## config.mk

```make
export PLATFORM = sky130hd
export DESIGN_NAME = iir_filter_direct_form_one
export DESIGN_NICKNAME = d
export VERILOG_FILES = /design/src/sv/iirdf1_pkg.sv /design/src/sv/iirdf1_mac.sv /design/src/sv/iir_filter_direct_form_one.sv
export SDC_FILE = /design/constraint.sdc
export NUM_CORES = 1
export LEC_CHECK = 0
export CAP_MARGIN = 20
export CORE_MARGIN = 4
export CORE_UTILIZATION = 56
export CTS_CLUSTER_SIZE = 12
export DETAILED_ROUTE_END_ITERATION = 16
export DONT_BUFFER_PORTS = 1
export GPL_TIMING_DRIVEN = 0
export PLACE_DENSITY = 0.71
export SLEW_MARGIN = 25
export SYNTH_ARGS = -nofsm -noshare
export SYNTH_HDL_FRONTEND = slang
export SYNTH_SLANG_ARGS = --single-unit
export TNS_END_PERCENT = 100
```

## constraint.sdc

```tcl
create_clock -name clk -period 9.6 [get_ports clk]
set_input_delay 1.92 -clock clk [delete_from_list [all_inputs] [get_ports clk]]
set_output_delay 1.92 -clock clk [all_outputs]
set_load 0.02 [all_outputs]
```

## src/sv/iirdf1_pkg.sv

```systemverilog
// types, constants and register indexes of the direct form I iir filter
`timescale 1ns / 1ps

package iirdf1_pkg;

  // filter order, 1 to 3
  localparam int ORDER = 2;
  localparam int NUM_TERMS = 2 * ORDER + 1;
  localparam int TERM_W = $clog2(NUM_TERMS);

  // sample and coefficient formats
  localparam int SAMPLE_W = 16;
  localparam int COEF_W = 18;
  localparam int FRAC_SHIFT = 14;
  localparam int ROUND_BIAS = 2 ** (FRAC_SHIFT - 1);
  localparam int SAMPLE_MAX = 2 ** (SAMPLE_W - 1) - 1;
  localparam int SAMPLE_MIN = -(2 ** (SAMPLE_W - 1));

  // digit-serial multiplier
  localparam int DIGIT_W = 4;
  localparam int NUM_DIGITS = SAMPLE_W / DIGIT_W;
  localparam int DIGIT_CNT_W = $clog2(NUM_DIGITS);
  localparam int PROD_W = SAMPLE_W + COEF_W;
  localparam int ACC_W = PROD_W + TERM_W + 1;

  // configuration register indexes
  localparam int CFG_IDX_W = 3;
  localparam logic [CFG_IDX_W-1:0] REG_NUM_COEF_0 = 3'd0;
  localparam logic [CFG_IDX_W-1:0] REG_NUM_COEF_1 = 3'd1;
  localparam logic [CFG_IDX_W-1:0] REG_NUM_COEF_2 = 3'd2;
  localparam logic [CFG_IDX_W-1:0] REG_NUM_COEF_3 = 3'd3;
  localparam logic [CFG_IDX_W-1:0] REG_DEN_COEF_1 = 3'd4;
  localparam logic [CFG_IDX_W-1:0] REG_DEN_COEF_2 = 3'd5;
  localparam logic [CFG_IDX_W-1:0] REG_DEN_COEF_3 = 3'd6;

  // b0 resets to 1.0 in q3.14
  localparam int B0_RESET = 2 ** FRAC_SHIFT;

  typedef logic signed [SAMPLE_W-1:0] sample_t;
  typedef logic signed [COEF_W-1:0] coef_t;
  typedef logic signed [PROD_W-1:0] prod_t;
  typedef logic signed [ACC_W-1:0] acc_t;
  typedef logic [CFG_IDX_W-1:0] cfg_idx_t;

  typedef enum logic [1:0] {
    ST_IDLE,
    ST_MAC,
    ST_ACC,
    ST_ROUND
  } state_t;

  // control from the sequencer to the multiplier
  typedef struct packed {
    logic load;
    logic step;
    logic first;
  } mac_ctrl_t;

endpackage

```

## src/sv/iirdf1_mac.sv

```systemverilog
// digit-serial signed multiplier, one 4-bit digit of the sample per cycle, msb digit first
`timescale 1ns / 1ps

module iirdf1_mac (
  input  logic                 clk,
  input  iirdf1_pkg::mac_ctrl_t ctrl,
  input  iirdf1_pkg::sample_t  operand,
  input  iirdf1_pkg::coef_t    coef,
  output iirdf1_pkg::prod_t    product
);
  import iirdf1_pkg::*;

  logic [SAMPLE_W-1:0]          opnd;
  coef_t                        coef_q;
  prod_t                        prod;
  prod_t                        prod_next;
  logic signed [DIGIT_W:0]      digit;
  logic signed [COEF_W+DIGIT_W:0] part;

  // top digit carries the sign, the lower digits are unsigned
  assign digit = {ctrl.first & opnd[SAMPLE_W-1], opnd[SAMPLE_W-1 -: DIGIT_W]};
  assign part = coef_q * digit;

  // horner step: shift the partial product up one digit and add
  always_comb begin
    if (ctrl.first) begin
      prod_next = PROD_W'(part);
    end else begin
      prod_next = (prod <<< DIGIT_W) + PROD_W'(part);
    end
  end

  // operand shift register and coefficient hold
  always_ff @(posedge clk) begin
    if (ctrl.load) begin
      opnd   <= operand;
      coef_q <= coef;
    end else if (ctrl.step) begin
      opnd <= opnd << DIGIT_W;
    end
  end

  // partial product register
  always_ff @(posedge clk) begin
    if (ctrl.step) begin
      prod <= prod_next;
    end
  end

  assign product = prod;

endmodule

```

## src/sv/iir_filter_direct_form_one.sv

```systemverilog
// iir_filter_direct_form_one: direct form I iir filter around one shared digit-serial mac
// an accepted item passes through ST_MAC for every tap, then ST_ACC and ST_ROUND, into the output register
// a new item is taken only back in ST_IDLE, once ST_ROUND has written the last result
// the multiplier forms one product per filter tap
// reset: b0 back to 1.0, other coefficients zero, both histories cleared, nothing in flight
`timescale 1ns / 1ps

module iir_filter_direct_form_one (
  input  logic                 clk,
  input  logic                 rst,
  // input samples
  input  logic                 in_valid,
  output logic                 in_stall,
  input  iirdf1_pkg::sample_t  sample_in,
  // filtered samples
  output logic                 out_valid,
  input  logic                 out_stall,
  output iirdf1_pkg::sample_t  sample_out,
  output logic                 saturated,
  // coefficient writes
  input  logic                 cfg_valid,
  output logic                 cfg_ready,
  input  iirdf1_pkg::cfg_idx_t cfg_index,
  input  iirdf1_pkg::coef_t    cfg_data
);
  import iirdf1_pkg::*;

  state_t                 state;
  state_t                 state_next;
  logic [TERM_W-1:0]      term;
  logic [TERM_W-1:0]      term_nxt;
  logic [DIGIT_CNT_W-1:0] digit_cnt;
  coef_t                  num_coef [0:3];
  coef_t                  den_coef [1:3];
  sample_t                input_hist [ORDER];
  sample_t                output_hist [ORDER];
  sample_t                cur_x;
  acc_t                   acc;
  acc_t                   acc_next;
  acc_t                   acc_term;
  acc_t                   rounded;
  logic                   p_sub;
  prod_t                  product;
  mac_ctrl_t              mac_ctrl;
  sample_t                mac_operand;
  coef_t                  mac_coef;
  logic                   accept;
  logic                   last_digit;
  logic                   last_term;
  logic                   write_ok;
  sample_t                y_sat;
  logic                   y_clip;

  assign cfg_ready  = 1'b1;
  assign accept     = in_valid && !in_stall;
  assign last_digit = (digit_cnt == DIGIT_CNT_W'(NUM_DIGITS - 1));
  assign last_term  = (term == TERM_W'(NUM_TERMS - 1));
  assign term_nxt   = TERM_W'(term + 1'b1);
  assign write_ok   = !out_valid || !out_stall;

  // state register
  always_ff @(posedge clk) begin
    if (rst) begin
      state <= ST_IDLE;
    end else begin
      state <= state_next;
    end
  end

  // next state and sequencer outputs
  always_comb begin
    state_next    = state;
    in_stall      = 1'b1;
    mac_ctrl      = '0;
    mac_ctrl.first = (digit_cnt == '0);
    case (state)
      ST_IDLE: begin
        in_stall      = 1'b0;
        mac_ctrl.load = in_valid;
        if (in_valid) begin
          state_next = ST_MAC;
        end
      end
      ST_MAC: begin
        mac_ctrl.step = 1'b1;
        if (last_digit) begin
          if (last_term) begin
            state_next = ST_ACC;
          end else begin
            mac_ctrl.load = 1'b1;
          end
        end
      end
      ST_ACC: begin
        state_next = ST_ROUND;
      end
      ST_ROUND: begin
        if (write_ok) begin
          state_next = ST_IDLE;
        end
      end
      default: begin
        state_next = ST_IDLE;
      end
    endcase
  end

  // operand and coefficient for the next product
  always_comb begin
    mac_operand = sample_in;
    mac_coef    = num_coef[0];
    if (state != ST_IDLE) begin
      for (int k = 1; k <= ORDER; k++) begin
        if (term_nxt == TERM_W'(2 * k - 1)) begin
          mac_operand = input_hist[k-1];
          mac_coef    = num_coef[k];
        end
        if (term_nxt == TERM_W'(2 * k)) begin
          mac_operand = output_hist[k-1];
          mac_coef    = den_coef[k];
        end
      end
    end
  end

  iirdf1_mac u_mac (
    .clk     (clk),
    .ctrl    (mac_ctrl),
    .operand (mac_operand),
    .coef    (mac_coef),
    .product (product)
  );

  // finished product, added for numerator taps and subtracted for denominator taps
  assign acc_term = p_sub ? -ACC_W'(product) : ACC_W'(product);

  always_comb begin
    acc_next = acc;
    if (state == ST_MAC && mac_ctrl.first && term != '0) begin
      acc_next = acc + acc_term;
    end else if (state == ST_ACC) begin
      acc_next = acc + acc_term;
    end
  end

  // round half up to q1.15 and clip
  assign rounded = (acc + ACC_W'(ROUND_BIAS)) >>> FRAC_SHIFT;

  always_comb begin
    y_clip = 1'b0;
    y_sat  = rounded[SAMPLE_W-1:0];
    if (rounded > ACC_W'(SAMPLE_MAX)) begin
      y_clip = 1'b1;
      y_sat  = SAMPLE_W'(SAMPLE_MAX);
    end else if (rounded < ACC_W'(SAMPLE_MIN)) begin
      y_clip = 1'b1;
      y_sat  = SAMPLE_W'(SAMPLE_MIN);
    end
  end

  // tap and digit counters
  always_ff @(posedge clk) begin
    if (rst) begin
      term      <= '0;
      digit_cnt <= '0;
    end else if (accept) begin
      term      <= '0;
      digit_cnt <= '0;
    end else if (state == ST_MAC) begin
      digit_cnt <= DIGIT_CNT_W'(digit_cnt + 1'b1);
      if (last_digit && !last_term) begin
        term <= term_nxt;
      end
    end
  end

  // accumulator, product sign and current sample
  always_ff @(posedge clk) begin
    if (accept) begin
      acc   <= '0;
      cur_x <= sample_in;
    end else begin
      acc <= acc_next;
    end
    if (state == ST_MAC && mac_ctrl.first) begin
      p_sub <= (term != '0) && !term[0];
    end
  end

  // output register
  always_ff @(posedge clk) begin
    if (rst) begin
      out_valid <= 1'b0;
    end else if (state == ST_ROUND && write_ok) begin
      out_valid <= 1'b1;
    end else if (!out_stall) begin
      out_valid <= 1'b0;
    end
  end

  always_ff @(posedge clk) begin
    if (state == ST_ROUND && write_ok) begin
      sample_out <= y_sat;
      saturated  <= y_clip;
    end
  end

  // input and output histories
  always_ff @(posedge clk) begin
    if (rst) begin
      for (int i = 0; i < ORDER; i++) begin
        input_hist[i]  <= '0;
        output_hist[i] <= '0;
      end
    end else if (state == ST_ROUND && write_ok) begin
      for (int i = ORDER - 1; i > 0; i--) begin
        input_hist[i]  <= input_hist[i-1];
        output_hist[i] <= output_hist[i-1];
      end
      input_hist[0]  <= cur_x;
      output_hist[0] <= y_sat;
    end
  end

  // coefficient registers
  always_ff @(posedge clk) begin
    if (rst) begin
      num_coef[0] <= COEF_W'(B0_RESET);
      num_coef[1] <= '0;
      num_coef[2] <= '0;
      num_coef[3] <= '0;
      den_coef[1] <= '0;
      den_coef[2] <= '0;
      den_coef[3] <= '0;
    end else if (cfg_valid && cfg_ready) begin
      case (cfg_index)
        REG_NUM_COEF_0: num_coef[0] <= cfg_data;
        REG_NUM_COEF_1: num_coef[1] <= cfg_data;
        REG_NUM_COEF_2: num_coef[2] <= cfg_data;
        REG_NUM_COEF_3: num_coef[3] <= cfg_data;
        REG_DEN_COEF_1: den_coef[1] <= cfg_data;
        REG_DEN_COEF_2: den_coef[2] <= cfg_data;
        REG_DEN_COEF_3: den_coef[3] <= cfg_data;
        default: begin
        end
      endcase
    end
  end

endmodule

```

==> metrics.md <==
| Metric | Value |
|---|---|
| Status | `complete, no violations` |
| Post-synth ARST share | `0%` |
| Yosys top cell by area | `edfxtp_1` |
| Number of diodes | `0` |
| CP Data Required Time | `9.85 ns` |
| Postcts setup bufs | `0` |
| Synthesized Nets | `2,371` |
| R2r startpoint | `digit_cnt[0]` |
| Syn Std Cell Area | `20,500 um2` |
| GRT Resource Usage Total | `25.6%` |
| Final hold vios | `0` |
| Ys Warns | `0` |
| First-pass GRT wire length | `81,800 um` |
| Clk_lat worst skew | `0.53 ns` |
| Slowest stage delay, CP | `0.56 ns` |
| Initial Util | `57.2%` |
| WL/cell | `19.0 um` |
| Layout cells sized above 1 | `4.06%` |
| EDFF count, synth | `256` |
| Chip height | `200 um` |
| Hold Path Stages | `2` |
| Final net count | `2,414` |
| Final GP Congestion | `0.908` |
| Crit-path slowest cell | `fa_1` |
| FP Rows | `69` |
| Largest buffer count on any clock path | `3` |
| Clk slew on worst S/H paths | `0.06 ns` |
| Port bufs | `0` |
| Synth unique cells | `74` |
| Final core occ | `62.2%` |
| Final setup violating endpoints | `0` |
| DP HPWL | `38,700 um` |
| Period utilization | `94.0%` |
| Critical Path Stages | `31` |
| Hold path startpoint | `acc[9]` |
| Crit Reg-Reg Endpoint | `u_mac.product[31]` |
| Max Cap Viol | `0` |
| First DRT Iteration DRCs | `1,152` |
| # DRC | `0` |
| CTS buffer count | `36` |
| Startpoint types | `register` |
| Initial antenna violation count | `0` |
| Top_reg_cell synth | `edfxtp_1` |
| Syn Inst Count | `2,149` |
| Slew @ Worst Pin | `0.986 ns` |
| Number of top-level pins | `62` |
| Area Growth Syn to Fin | `8.69%` |
| Vias in the first global route | `15,898` |
| Root Driver | `clkbuf_16` |
| Avg Cell Area, Syn | `9.56 um2` |
| Unrepaired setup endpoints after global routing | `no` |
| Placeable Area | `35,900 um2` |
| Simple-gate portion of the synthesized area | `19.3%` |
| Area of the multi-input gates | `11,000 um2` |
| Largest net degree at the start of global routing | `53` |
| H-tree depth | `2` |
| Hold-fix buffers, CTS | `0` |
| Largest family of logic cells by synthesized area | `simple AND/OR/NAND/NOR gates` |
| Critical path class | `reg2reg` |
| Post-Synth Adder-Cell Area | `13.1%` |
| Depth of the worst register-to-register path | `31` |
| Post-route ant nets | `0` |
| Resized Gates After CTS | `0` |
| Critical Path End Type | `register` |
| Synth Area in Compound Gates | `15.0%` |
| Post-synth top cells | `edfxtp_1, and2_1, nand2_1` |
| Multiplexer share of the synthesized area | `0.676%` |
| Final Slew Violations | `0` |
| CP bufs+invs | `6` |
| Relative slew slack | `34.2%` |
| Min Tclk post-route | `9.02 ns` |
| Crit Path Max Fanout | `11` |
| Worst hold endpoint | `acc[9]` |
| DR pass1 iterations | `6` |
| Worst R2R Setup Slack | `0.58 ns` |
| Clock sinks | `302` |
| Die Area | `39,800 um2` |
| Critical path arrival | `9.28 ns` |
| Fill count | `2,984` |
| Design area | `22,300 um2` |
| CTS tree | `built` |
| FMAX | `0.111 GHz` |
| Yosys top cell area share | `37.4%` |
| Register area | `8610 um2` |
| Clk_skew | `0.0134 ns` |
| Cell family with most CP delay | `compound AO/OA/AOI/OAI gates` |
| Via count | `15,872` |
| Synth top area cells | `edfxtp_1, ha_1, and2_1` |
| Wirelength, routed | `50,800 um` |
| Die X | `200 um` |
| Min-Delay Path Class | `reg2reg` |
| Placed inst area | `21,200 um2` |
| Xor/xnor share of the synthesized area | `5.46%` |
| Congestion Overflow GR | `0` |
| Post-synthesis sequential area ratio | `41.9%` |
| Vias per cell | `5.93` |
| Synth Register Bits | `302` |
| Top-count cell post-synth | `edfxtp_1` |
-- cells by family after synthesis --
family,after synthesis
and+or+nand+nor,777
AOI/OAI and AO/OA,500
DFF,302
buffers and inverters,248
adders and majority gates,180
xor gates and xnor gates,128
muxes,13
other,1
-- routing by layer --
layer  share of wire [%]  track usage [%]
met1                  43             33.5
met2                  49             45.1
met3                 5.4             3.09
met4                 2.5             6.99
met5                   0                0
-- registers in the layout (all words and copies together) (netlist names), 3 cells and up --
signal         cells
input_hist        32
cur_x             16
num_coef          54
u_mac.product     34
output_hist       32
term               3
acc               38
u_mac.coef_q      18
sample_out        16
den_coef          36
u_mac.opnd        16
-- worst max-delay path by stage --
stage            startpoint           endpoint  slack [ns]
3_3_place_gp   digit_cnt[0]  u_mac.product[33]       -0.23
3_5_place_dp   digit_cnt[0]  u_mac.product[31]        0.60
4_1_cts        digit_cnt[0]  u_mac.product[31]        0.56
5_1_grt        digit_cnt[0]  u_mac.product[31]        0.02
2_1_floorplan  digit_cnt[0]  u_mac.product[33]        1.45
6_report       digit_cnt[0]  u_mac.product[31]        0.58
-- stage by stage --
stage	setup TNS, ns	instances	worst slack (ns)	hold WS (ns)
4_1_cts	0	2676	0.559	0.465
2_1_floorplan	0	2149	1.45	0.436
3_5_place_dp	0	2614	0.604	0.456
6_report	0	2677	0.576	0.464
5_1_grt	0	2677	0.0217	0.477
3_3_place_gp	-0.404	2610	-0.226	0.442
-- layout by cell type (no fill, tap or decap), types with 38 or more instances in the layout --
| master | netlist | layout |
|---|---|---|
| a21o_1 | 48 | 48 |
| xnor2_1 | 91 | 91 |
| a21oi_1 | 177 | 177 |
| fa_1 | 58 | 58 |
| dfxtp_1 | 46 | 46 |
| nand3_1 | 67 | 67 |
| inv_1 | 141 | 141 |
| nand2_1 | 186 | 186 |
| and2_1 | 228 | 228 |
| o21ai_1 | 39 | 39 |
| a311oi_1 | 38 | 38 |
| nor2_1 | 171 | 171 |
| ha_1 | 122 | 121 |
| o21ai_0 | 90 | 90 |
| edfxtp_1 | 256 | 256 |
| clkbuf_1 | 90 | 97 |
-- worst reg2reg max path: cells and delay by family, from the launching register on --
family / cells / cell delay, ns
AO/OA/AOI/OAI: 11 / 2.77
adder cells (fa/ha/maj): 6 / 2.45
AND/OR/NAND/NOR: 7 / 1.71
buffers and inverters: 6 / 1.26
flip-flops: 1 / 0.38
XOR/XNOR: 1 / 0.18
-- layout make-up --
class                      instances  share of cell area, %
multi-input combinational       1599                   49.4
sequential                       302                   38.5
clock buffer                      45                   4.28
timing repair buffer               5                  0.331
clock inverter                    17                  0.616
tap                              461                   2.58
inverter                         142                   2.39
buffer                           106                   1.82
Power is not shown: default switching activity piles up to over one toggle a cycle in this logic, so the estimate is an artifact.
